==> src/design/dadpwm_pkg.sv <==
`default_nettype none
package dadpwm_pkg;

  // Configuration register indexes
  localparam logic [2:0] REG_SETPOINT_X    = 3'd0;
  localparam logic [2:0] REG_SETPOINT_Y    = 3'd1;
  localparam logic [2:0] REG_DEADBAND      = 3'd2;
  localparam logic [2:0] REG_MAX_DUTY      = 3'd3;
  localparam logic [2:0] REG_MIN_DUTY      = 3'd4;
  localparam logic [2:0] REG_JOYSTICK_DUTY = 3'd5;

  localparam int CFG_IDX_W  = 3;
  localparam int CFG_DATA_W = 10;

  // measured_axis codes
  localparam logic [1:0] MEAS_NONE = 2'd0;
  localparam logic [1:0] MEAS_X    = 2'd1;
  localparam logic [1:0] MEAS_Y    = 2'd2;

  // Stick decode and thresholds
  localparam logic [7:0] STICK_KEY = 8'h17;
  localparam logic [7:0] STICK_HI  = 8'd160;
  localparam logic [7:0] STICK_LO  = 8'd90;

  // Period scaling: period in 1/25 us is count * 27
  localparam logic [20:0] COUNT_MUL = 21'd27;
  localparam logic [14:0] SP_MUL    = 15'd25;
  localparam logic [15:0] BAND_MUL  = 16'd25;

  // Error of 300 us or more already drives duty past any 7-bit clamp
  localparam logic [20:0] ERR_SAT_MAG = 21'd7500;
  // floor(x/25) for x < 7500 and floor(y/20) for y < 2700
  localparam logic [25:0] RECIP_25 = 26'd5243;
  localparam logic [23:0] RECIP_20 = 24'd3277;
  localparam logic [11:0] DUTY_MUL = 12'd9;

  typedef struct packed {
    logic [15:0] period_count;
    logic        joystick_mode;
    logic [7:0]  joy_x_raw;
    logic [7:0]  joy_y_raw;
  } dadpwm_in_t;

  typedef struct packed {
    logic       x_forward;
    logic       x_reverse;
    logic       y_forward;
    logic       y_reverse;
    logic [1:0] measured_axis;
  } dadpwm_out_t;

  typedef struct packed {
    logic [9:0] setpoint;
    logic [7:0] deadband;
    logic [6:0] max_duty;
    logic [6:0] min_duty;
    logic [6:0] joystick_duty;
  } dadpwm_axis_cfg_t;

  // Per-axis work prepared in the first stage
  typedef struct packed {
    logic        joy;
    logic        measure;
    logic        err_sat;
    logic [8:0]  err_us;
    logic [20:0] scaled;
    logic        stick_fwd;
    logic        stick_rev;
  } dadpwm_axis_op_t;

  typedef struct packed {
    logic rev;
    logic fwd;
  } dadpwm_pins_t;

endpackage
`default_nettype wire

==> src/design/dadpwm_axis.sv <==
`default_nettype none
module dadpwm_axis import dadpwm_pkg::*; #(
  parameter int TICK_W = 7
) (
  input  wire logic              clk,
  input  wire logic              rst_n,
  input  wire logic              adv,
  input  wire dadpwm_axis_op_t   op,
  input  wire logic [TICK_W-1:0] tick,
  input  wire dadpwm_axis_cfg_t  cfg,
  output dadpwm_pins_t           pins
);

  localparam int CMP_W = (TICK_W > 7) ? TICK_W : 7;

  logic [20:0]  scaled_r, scaled_use;
  logic [6:0]   duty_r, duty_nxt, duty_calc, duty_use, duty_joy;
  logic         dir_r, dir_nxt;
  dadpwm_pins_t pins_r, pins_nxt;

  logic [11:0]  nine_e;
  logic [23:0]  d_prod;
  logic [7:0]   d_raw;
  logic [11:0]  lo_us;
  logic [10:0]  hi_us;
  logic [15:0]  lo_u, hi_u;
  logic         below, above, on_loop, on_joy;

  always_comb begin
    nine_e = 12'(op.err_us) * DUTY_MUL;
    d_prod = 24'(nine_e) * RECIP_20;
    d_raw  = d_prod[23:16];
    priority if (op.err_sat || (d_raw > 8'(cfg.max_duty))) begin
      duty_calc = cfg.max_duty;
    end else if (d_raw < 8'(cfg.min_duty)) begin
      duty_calc = 7'd0;
    end else begin
      duty_calc = d_raw[6:0];
    end
  end

  assign duty_use   = op.measure ? duty_calc : duty_r;
  assign scaled_use = op.measure ? op.scaled : scaled_r;

  // Deadband edges in 1/25 us; a negative low edge is never undercut
  always_comb begin
    lo_us = {2'b00, cfg.setpoint} - {4'b0000, cfg.deadband};
    hi_us = {1'b0, cfg.setpoint} + {3'b000, cfg.deadband};
    lo_u  = 16'(lo_us[10:0]) * BAND_MUL;
    hi_u  = 16'(hi_us) * BAND_MUL;
    below = !lo_us[11] && (scaled_use < 21'(lo_u));
    above = scaled_use > 21'(hi_u);
  end

  assign on_loop  = CMP_W'(duty_use) > CMP_W'(tick);
  assign duty_joy = (op.stick_fwd || op.stick_rev) ? cfg.joystick_duty : 7'd0;
  assign on_joy   = CMP_W'(duty_joy) > CMP_W'(tick);

  always_comb begin
    dir_nxt  = dir_r;
    duty_nxt = duty_r;
    pins_nxt = '0;
    if (op.joy) begin
      duty_nxt = duty_joy;
      if (op.stick_fwd) begin
        dir_nxt = 1'b1;
      end else if (op.stick_rev) begin
        dir_nxt = 1'b0;
      end
      // the pin off the current direction holds its level
      if (dir_nxt) begin
        pins_nxt.fwd = on_joy;
        pins_nxt.rev = pins_r.rev;
      end else begin
        pins_nxt.fwd = pins_r.fwd;
        pins_nxt.rev = on_joy;
      end
    end else begin
      duty_nxt = duty_use;
      if (below) begin
        pins_nxt.fwd = on_loop;
      end else if (above) begin
        pins_nxt.rev = on_loop;
      end
    end
  end

  always_ff @(posedge clk) begin
    if (!rst_n) begin
      scaled_r <= '0;
      duty_r   <= '0;
      dir_r    <= 1'b0;
      pins_r   <= '0;
    end else if (adv) begin
      scaled_r <= scaled_use;
      duty_r   <= duty_nxt;
      dir_r    <= dir_nxt;
      pins_r   <= pins_nxt;
    end
  end

  assign pins = pins_r;

endmodule
`default_nettype wire

==> src/design/dual_axis_deadband_pwm_drive_unit.sv <==
`default_nettype none
// Channel  Direction  Handshake           Payload
// in_      input      in_valid/in_stall   in_data   (dadpwm_in_t)
// out_     output     out_valid/out_stall out_data  (dadpwm_out_t)
// cfg_     input      cfg_valid/cfg_ready cfg_index, cfg_wdata
//
// Two stages: tick advance, stick decode and period error in the first,
// duty, deadband and pin levels in the second, which is also the result.
// Both stages register a beat; one beat enters every cycle unless stalled.
// Synchronous active-low reset clears tick, phase, periods, duties and pins.
// out_stall backs up through both stages to in_stall in the same cycle.
// cfg_ready is always high.
module dual_axis_deadband_pwm_drive_unit import dadpwm_pkg::*; #(
  parameter int PWM_STEPS = 100
) (
  input  wire logic                  clk,
  input  wire logic                  rst_n,
  input  wire logic                  in_valid,
  output logic                       in_stall,
  input  wire dadpwm_in_t            in_data,
  output logic                       out_valid,
  input  wire logic                  out_stall,
  output dadpwm_out_t                out_data,
  input  wire logic                  cfg_valid,
  output logic                       cfg_ready,
  input  wire logic [CFG_IDX_W-1:0]  cfg_index,
  input  wire logic [CFG_DATA_W-1:0] cfg_wdata
);

  localparam int TW = (PWM_STEPS > 2) ? $clog2(PWM_STEPS) : 1;
  localparam logic [TW-1:0] TICK_LAST = TW'(PWM_STEPS - 1);

  logic [9:0] setpoint_x_r, setpoint_y_r;
  logic [7:0] deadband_r;
  logic [6:0] max_duty_r, min_duty_r, joystick_duty_r;

  logic [TW-1:0] tick_r, tick_nxt, tick_s1_r;
  logic          phase_r, phase_nxt;
  logic          s1_valid_r, out_valid_r;
  logic          s1_load, s2_adv;
  logic [1:0]    meas_s1_r, meas_nxt, meas_out_r;
  dadpwm_axis_op_t op_x_r, op_y_r, op_x_nxt, op_y_nxt;

  logic [9:0]  sp_sel;
  logic [20:0] prod, mag;
  logic [14:0] tgt;
  logic [25:0] e_prod;
  logic [7:0]  bx, by;

  dadpwm_axis_cfg_t cfg_x, cfg_y;
  dadpwm_pins_t     pins_x, pins_y;

  // Configuration
  assign cfg_ready = 1'b1;

  always_ff @(posedge clk) begin
    if (!rst_n) begin
      setpoint_x_r    <= 10'd700;
      setpoint_y_r    <= 10'd780;
      deadband_r      <= 8'd10;
      max_duty_r      <= 7'd90;
      min_duty_r      <= 7'd15;
      joystick_duty_r <= 7'd70;
    end else if (cfg_valid && cfg_ready) begin
      unique case (cfg_index)
        REG_SETPOINT_X:    setpoint_x_r    <= cfg_wdata;
        REG_SETPOINT_Y:    setpoint_y_r    <= cfg_wdata;
        REG_DEADBAND:      deadband_r      <= cfg_wdata[7:0];
        REG_MAX_DUTY:      max_duty_r      <= cfg_wdata[6:0];
        REG_MIN_DUTY:      min_duty_r      <= cfg_wdata[6:0];
        REG_JOYSTICK_DUTY: joystick_duty_r <= cfg_wdata[6:0];
        default: ;
      endcase
    end
  end

  // Handshake
  assign s2_adv   = s1_valid_r && (!out_valid_r || !out_stall);
  assign in_stall = s1_valid_r && !s2_adv;
  assign s1_load  = in_valid && !in_stall;

  // Stage one: tick, phase, period error, stick decode
  always_comb begin
    if (tick_r == TICK_LAST) begin
      tick_nxt  = '0;
      phase_nxt = !phase_r;
    end else begin
      tick_nxt  = tick_r + TW'(1);
      phase_nxt = phase_r;
    end

    sp_sel = phase_nxt ? setpoint_y_r : setpoint_x_r;
    prod   = 21'(in_data.period_count) * COUNT_MUL;
    tgt    = 15'(sp_sel) * SP_MUL;
    if (prod >= 21'(tgt)) begin
      mag = prod - 21'(tgt);
    end else begin
      mag = 21'(tgt) - prod;
    end
    e_prod = 26'(mag[12:0]) * RECIP_25;

    bx = (in_data.joy_x_raw ^ STICK_KEY) + STICK_KEY;
    by = (in_data.joy_y_raw ^ STICK_KEY) + STICK_KEY;

    meas_nxt = MEAS_NONE;
    if (!in_data.joystick_mode && (tick_nxt == '0)) begin
      meas_nxt = phase_nxt ? MEAS_Y : MEAS_X;
    end

    op_x_nxt.joy       = in_data.joystick_mode;
    op_x_nxt.measure   = meas_nxt == MEAS_X;
    op_x_nxt.err_sat   = mag >= ERR_SAT_MAG;
    op_x_nxt.err_us    = e_prod[25:17];
    op_x_nxt.scaled    = prod;
    op_x_nxt.stick_fwd = bx > STICK_HI;
    op_x_nxt.stick_rev = bx < STICK_LO;

    op_y_nxt           = op_x_nxt;
    op_y_nxt.measure   = meas_nxt == MEAS_Y;
    op_y_nxt.stick_fwd = by > STICK_HI;
    op_y_nxt.stick_rev = by < STICK_LO;
  end

  always_ff @(posedge clk) begin
    if (!rst_n) begin
      tick_r     <= '0;
      phase_r    <= 1'b0;
      s1_valid_r <= 1'b0;
    end else begin
      if (s1_load) begin
        tick_r  <= tick_nxt;
        phase_r <= phase_nxt;
      end
      if (s1_load) begin
        s1_valid_r <= 1'b1;
      end else if (s2_adv) begin
        s1_valid_r <= 1'b0;
      end
    end
  end

  always_ff @(posedge clk) begin
    if (s1_load) begin
      tick_s1_r <= tick_nxt;
      meas_s1_r <= meas_nxt;
      op_x_r    <= op_x_nxt;
      op_y_r    <= op_y_nxt;
    end
  end

  // Stage two: per-axis duty and pins, held as the result
  always_comb begin
    cfg_x.setpoint      = setpoint_x_r;
    cfg_x.deadband      = deadband_r;
    cfg_x.max_duty      = max_duty_r;
    cfg_x.min_duty      = min_duty_r;
    cfg_x.joystick_duty = joystick_duty_r;
    cfg_y               = cfg_x;
    cfg_y.setpoint      = setpoint_y_r;
  end

  dadpwm_axis #(.TICK_W(TW)) u_axis_x (
    .clk  (clk),
    .rst_n(rst_n),
    .adv  (s2_adv),
    .op   (op_x_r),
    .tick (tick_s1_r),
    .cfg  (cfg_x),
    .pins (pins_x)
  );

  dadpwm_axis #(.TICK_W(TW)) u_axis_y (
    .clk  (clk),
    .rst_n(rst_n),
    .adv  (s2_adv),
    .op   (op_y_r),
    .tick (tick_s1_r),
    .cfg  (cfg_y),
    .pins (pins_y)
  );

  always_ff @(posedge clk) begin
    if (!rst_n) begin
      out_valid_r <= 1'b0;
    end else if (s2_adv) begin
      out_valid_r <= 1'b1;
    end else if (!out_stall) begin
      out_valid_r <= 1'b0;
    end
  end

  always_ff @(posedge clk) begin
    if (s2_adv) begin
      meas_out_r <= meas_s1_r;
    end
  end

  assign out_valid              = out_valid_r;
  assign out_data.x_forward     = pins_x.fwd;
  assign out_data.x_reverse     = pins_x.rev;
  assign out_data.y_forward     = pins_y.fwd;
  assign out_data.y_reverse     = pins_y.rev;
  assign out_data.measured_axis = meas_out_r;

  // Checks
  a_tick_range: assert property (@(posedge clk) disable iff (!rst_n)
    tick_r <= TICK_LAST)
    else $error("tick counter past last step");

  a_measure_on_wrap: assert property (@(posedge clk) disable iff (!rst_n)
    (s1_valid_r && (meas_s1_r != MEAS_NONE)) |-> (tick_s1_r == '0))
    else $error("measurement outside counter wrap");

  a_one_axis: assert property (@(posedge clk) disable iff (!rst_n)
    s1_valid_r |-> $onehot0({op_x_r.measure, op_y_r.measure}))
    else $error("both axes measured on one beat");

  a_stall_needs_work: assert property (@(posedge clk) disable iff (!rst_n)
    in_stall |-> (s1_valid_r && out_valid_r && out_stall))
    else $error("input stalled with room downstream");

  a_adv_fills_out: assert property (@(posedge clk) disable iff (!rst_n)
    s2_adv |=> out_valid_r)
    else $error("advanced beat not presented");

endmodule
`default_nettype wire
==> config.mk <==
export PLATFORM = sky130hd
export DESIGN_NAME = dual_axis_deadband_pwm_drive_unit
export DESIGN_NICKNAME = d
export VERILOG_FILES = /design/src/design/dadpwm_pkg.sv /design/src/design/dadpwm_axis.sv /design/src/design/dual_axis_deadband_pwm_drive_unit.sv
export SDC_FILE = /design/constraint.sdc
export NUM_CORES = 1
export LEC_CHECK = 0
export BUFFER_PORTS_ARGS = -buffer_cell sky130_fd_sc_hd__buf_2
export CORE_AREA = 2 2 266 163
export CTS_CLUSTER_SIZE = 40
export DETAILED_ROUTE_END_ITERATION = 8
export DIE_AREA = 0 0 268 165
export PLACE_DENSITY = 0.76
export SETUP_SLACK_MARGIN = 0.5
export SYNTH_ARGS = -nofsm -noshare
export SYNTH_HDL_FRONTEND = slang
export SYNTH_SLANG_ARGS = --single-unit
==> constraint.sdc <==
create_clock -name clk -period 12.3 [get_ports clk]
set_input_delay 1.845 -clock clk [delete_from_list [all_inputs] [get_ports clk]]
set_output_delay 1.845 -clock clk [all_outputs]
set_load 0.01 [all_outputs]
# Yosys cells after proc, flatten, opt, wreduce, memory -nomap -nowiden
# Index checks and enable logic that the tools add are counted.
# W data, S select, Z words.
# classes
n_addsub	9
bitwise	2
multipliers	9
n_eq_ne	13
muxes	36
reduce_logical	32
n_lt_le_gt_ge	16
# ops
cell	n
$mul A11 B5 Y16 const B	4
$mux W21	3
$mux W7	9
$gt A21 B16 Y1	2
$lt A21 B16 Y1	2
$gt A7 B7 Y1	4
$mul A13 B13 Y26 const B	1
$mul A12 B12 Y24 const B	1
$add A10 B8 Y11	2
$reduce_and A2 Y1	11
$sub A10 B8 Y11	2
$ge A21 B13 Y1 const B	1
$ge A21 B15 Y1	1
$mul A16 B5 Y21 const B	1
$sub A15 B21 Y21	1
$sub A21 B15 Y21	1
$mux W1	17
$add A8 B5 Y8 const B	2
$gt A8 B8 Y1 const B	2
$lt A8 B7 Y1 const B	2
$mul A10 B5 Y15 const B	1
$mul A9 B4 Y12 const B	1
$mux W2	6
$mux W10	1
other kinds (18)	39
# totals
out_inout_bits	9
regBits	170
elab_cells	150
input_bits	51

# Longest topological paths before layout
# depth
word_depth	10
ltp_mapped	53
ltp_nobuf	50

# Modules after synthesis
# From an unflattened synthesis, not the netlist that was laid out.
# hier_totals
cells_unflattened	3341
hier_area_um2	29176.7
# modules_own_cells
module	seq_area_each_um2	instances	cells_each	area_each_um2
dual_axis_deadband_pwm_drive_unit	2592.5	1	1299	11902.7
dadpwm_axis (u_axis_y)	620.6	1	1045	8774.7
dadpwm_axis (u_axis_x)	620.6	1	997	8499.4

# Worst setup path before layout
# Ideal clock, no wire load.
# synth_path
path_kind	input port to flip-flop
start	in in_data[18] (netlist bit)
end	reg op_y_r[30] (netlist bit), data pin
t_arrival_ps	11721
setup_slack_ps	316
cell_stages	46
setup_ps	262
path_buffers	3
required_ps	12038
path_cell_list	ha_1 -> fa_1 -> inv_1 -> fa_1 -> inv_1 -> ha_1 -> o21ai_0 -> nor2_1 -> o21a_1 -> nor2_1 -> o21ai_0 -> a21oi_1 -> xor2_1 -> ha_1 -> clkbuf_1 -> a21o_1 -> nor2_1 -> o211ai_1 -> (+10 left out) -> inv_1 -> ha_1 -> inv_1 -> fa_1 -> inv_1 -> fa_1 -> inv_1 -> fa_1 -> inv_1 -> ha_1 -> a21o_1 -> a21oi_1 -> o21ai_0 -> a21oi_1 -> a311oi_1 -> a41oi_1 -> a21oi_1 -> xor2_1
# synth_between
elab_chain_cells	4
word_cells_on_any_way	6
cone_classes	2 x add/sub; 2 x mul; 1 x order compare; 1 x mux
# synth_rtl
element	line	rtl
start: declaration	dual_axis_deadband_pwm_drive_unit.sv:20	input wire dadpwm_in_t in_data,
$mul A16 B5 Y21 *	dual_axis_deadband_pwm_drive_unit.sv:93	prod = 21'(in_data.period_count) * COUNT_MUL;
$sub A15 B21 Y21, or another cell as far along	dual_axis_deadband_pwm_drive_unit.sv:98	mag = 21'(tgt) - prod;
$mux W21 *	dual_axis_deadband_pwm_drive_unit.sv:95	if (prod >= 21'(tgt)) begin
$mul A13 B13 Y26 *	dual_axis_deadband_pwm_drive_unit.sv:100	e_prod = 26'(mag[12:0]) * RECIP_25;
named net e_prod[24]	dual_axis_deadband_pwm_drive_unit.sv:47	logic [25:0] e_prod;
end signal: assignment	dual_axis_deadband_pwm_drive_unit.sv:147	op_y_r <= op_y_nxt;
end: declaration	dual_axis_deadband_pwm_drive_unit.sv:42	dadpwm_axis_op_t op_x_r, op_y_r, op_x_nxt, op_y_nxt;
# The timed path passes the listed nets; every way through them passes the cells marked *.
# A chain may end at the register's enable or synchronous reset.

==> run metrics <==
TritonCTS Buffers 17; Placed Area around 26000 sq um; max_cap viols 0; Routed WL about 63000 microns; area grow syn2layout 7.93%; I/O Pins 60; Adder-Cell Fraction of Synth Area approximately 42%; final setup fails 0; Hold-fix buffers, CTS 0; Worst Path Buf+Inv 9; met1 usage ~43%; busiest grt layer met1; antenna cell count 0; Core Box Area 41600 sq um; die width approximately 270 microns; Clock Sink Count approximately 170; Max Root-Sink Buffers 2; post-detail-place hpwl between 50000 and 60000 microns; fraction of registers with async set/reset 0%; Core Rows 58; simple-gate share of the synthesized area between 10% and 20%; multi-input logic area approximately 19000 sq um; Place WS -0.0568 ns; Tot GR Track Use between 20 and 30%; min Tclk post-route about 12 ns; Setup WS post-layout approximately 0.75 ns; Slew Limit Fails 0; EDFF count, synth 47; root buf cell clkbuf_16; DRC 0; DRT antenna net count 0; mux cell area share after synthesis under 10%; Hold Crit Class register to register; status completed; post-route cell area ~27000 sq um; startpoint types primary input; most used cell, CP inv_1; crit-path leading delay family adder cells; grt ovf 0; Crit path largest cell delay between 0.5 and 0.6 ns; layout cell share with drive strength beyond 1 under 10%; most common library cell in the layout ignoring fill and taps ha_1; CP Capture Type register; DR WL/cell approximately 18 microns; pin count of the biggest net entering global routing between 80 and 90; Compound-Gate Fraction of Synth Area between 10 and 15%; DRT iter0 DRCs ~1700; CTS tree built; CP Class primary input to register; CP Max Fanout 5; Synth Area per Inst 8.82 sq um; first-pass iteration count of the detailed router 5; met2 Track Usage GR between 40% and 50%; Ys Warns 0; Yosys cell types 78; Clock Skew about 0.013 ns; H-tree Lvls 4; clock latency on the worst-skew pair between 0.4 and 0.5 ns; Worst-Margin Slew 1.16 ns; Tcrit/Tclk final between 90% and 100%; Nets ~3700; max_slew headroom between 20% and 30%; Yosys reg bits roughly 170; Mapped Nets approximately 3600; sequential fraction of the synthesis area roughly 15%; FILL cells 3477; Max stage delay cell, worst path or4_4; largest family of logic cells by synthesized area adder cells; vias in the first global route ~19000; initial antenna violation count 0; effective utilization at floorplan about three fifths; port buffer count 58; Crit path arrival time 11.76 ns; Die H between 150 and 200 microns; vias per cell approximately 5.8; WP data required approximately 13 ns; first-pass GRT wire length 100000 microns; Synth Instances ~2800; Sequential Area 3840 sq um; max frequency between 80 and 90 MHz; Hold Vio Cnt, Final 0; Post-Synth XOR/XNOR Area 5.66%; RSZ-0062 raised after global routing true; most frequent cells in the layout ha_1 (591), inv_1 (443), nand2_1 (227), a21oi_1 (218), fa_1 (150); RD Place Congestion between 0.9 and 1; Clock transition at path regs about 0.07 ns; ys flop type dfxtp_1; grt met3 use under 10%; Cell Area, Synth 24800 sq um; Die ar. between 40000 and 50000 sq um; total number of vias between 15000 and 20000
## worst min-delay path, stage by stage, from the launching register on
cell,delay (ns)
dfxtp_1,0.31
nand2_1,0.05
a21oi_1,0.05
## worst paths after layout
check	slack, ns	start	cells after the start	endpoint
max	0.75	in_data[19]	41	op_y_r[28]
min	0.45	u_axis_y.scaled_r[10]	2	u_axis_y.scaled_r[10]
max reg2reg	0.79	tick_r[0]	45	op_y_r[28]
min reg2reg	0.45	u_axis_y.scaled_r[10]	2	u_axis_y.scaled_r[10]
## sequential cells by signal (all words and copies together) (netlist names), 2 cells and up
register           cells
setpoint_x_r          10
deadband_r             8
op_y_r                34
meas_s1_r              2
u_axis_y.scaled_r     21
tick_r                 7
tick_s1_r              7
u_axis_x.duty_r        7
u_axis_y.pins          2
u_axis_x.pins          2
min_duty_r             7
op_x_r                 2
setpoint_y_r          10
u_axis_y.duty_r        7
max_duty_r             7
u_axis_x.scaled_r     21
joystick_duty_r        7
meas_out_r             2
## per-layer routing
metal	up-vias	part of all wire (%)
met5	-	0
met1	9556	49
met2	609	42
met3	50	7.8
met4	0	1.2
li1	9725	-
## cells by family (layout without fill, tap and decap cells)
kind of cell,after synthesis,after routing
compound gates,576,576
xor+xnor,159,159
fa+ha+maj,747,747
buf+inv,511,589
flops,168,168
mux,64,64
other cells,1,1
simple gates,580,581
## through the flow
stage | TNS, ns | hold WS (ns) | std cells | util, %
final | 0 | 0.455 | 3455 | 64.2
after global routing | 0 | 0.474 | 3455 | 64.2
after CTS | 0 | 0.456 | 3448 | 63.7
after detailed placement | -0.135 | 0.445 | 3414 | 62.1
after global placement | 0 | 0.439 | 3414 | 62.1
after floorplan | 0 | 0.431 | 2806 | -
## synthesized netlist by cell type (10+ instances only)
cell type | n | area, sq um
a211oi_1 | 12 | 90.1
a21o_1 | 73 | 548
a21oi_1 | 225 | 1130
and2_1 | 15 | 93.8
and3_1 | 10 | 62.6
clkbuf_1 | 48 | 180
dfxtp_1 | 121 | 2420
edfxtp_1 | 47 | 1410
fa_1 | 150 | 3000
ha_1 | 597 | 7470
inv_1 | 447 | 1680
mux2_2 | 46 | 518
mux2i_1 | 16 | 160
nand2_1 | 227 | 852
nand2b_1 | 34 | 213
nand3_1 | 56 | 280
nand4_1 | 20 | 125
nor2_1 | 118 | 443
nor2b_1 | 38 | 238
nor3_1 | 20 | 100
o211ai_1 | 21 | 158
o21a_1 | 29 | 218
o21ai_0 | 87 | 435
o21bai_1 | 32 | 240
o22ai_1 | 13 | 81.3
xnor2_1 | 86 | 753
xor2_1 | 72 | 631
## layout make-up
type | instances | share of cell area (%)
tap | 570 | 2.67
sequential | 168 | 14.4
multi-input combinational | 2128 | 71.9
inverter | 449 | 6.31
clock buffer | 18 | 1.64
timing repair buffer | 108 | 2.52
clock inverter | 14 | 0.581
## timing repair
item,4_1_cts,5_1_grt
cloned,0,1
pin swaps,1,17
gates resized for setup,10,44
setup endpoints to repair,6,10
buffers inserted,2,6
Power is not shown: default switching activity piles up to over one toggle a cycle in this logic, so the estimate is an artifact.
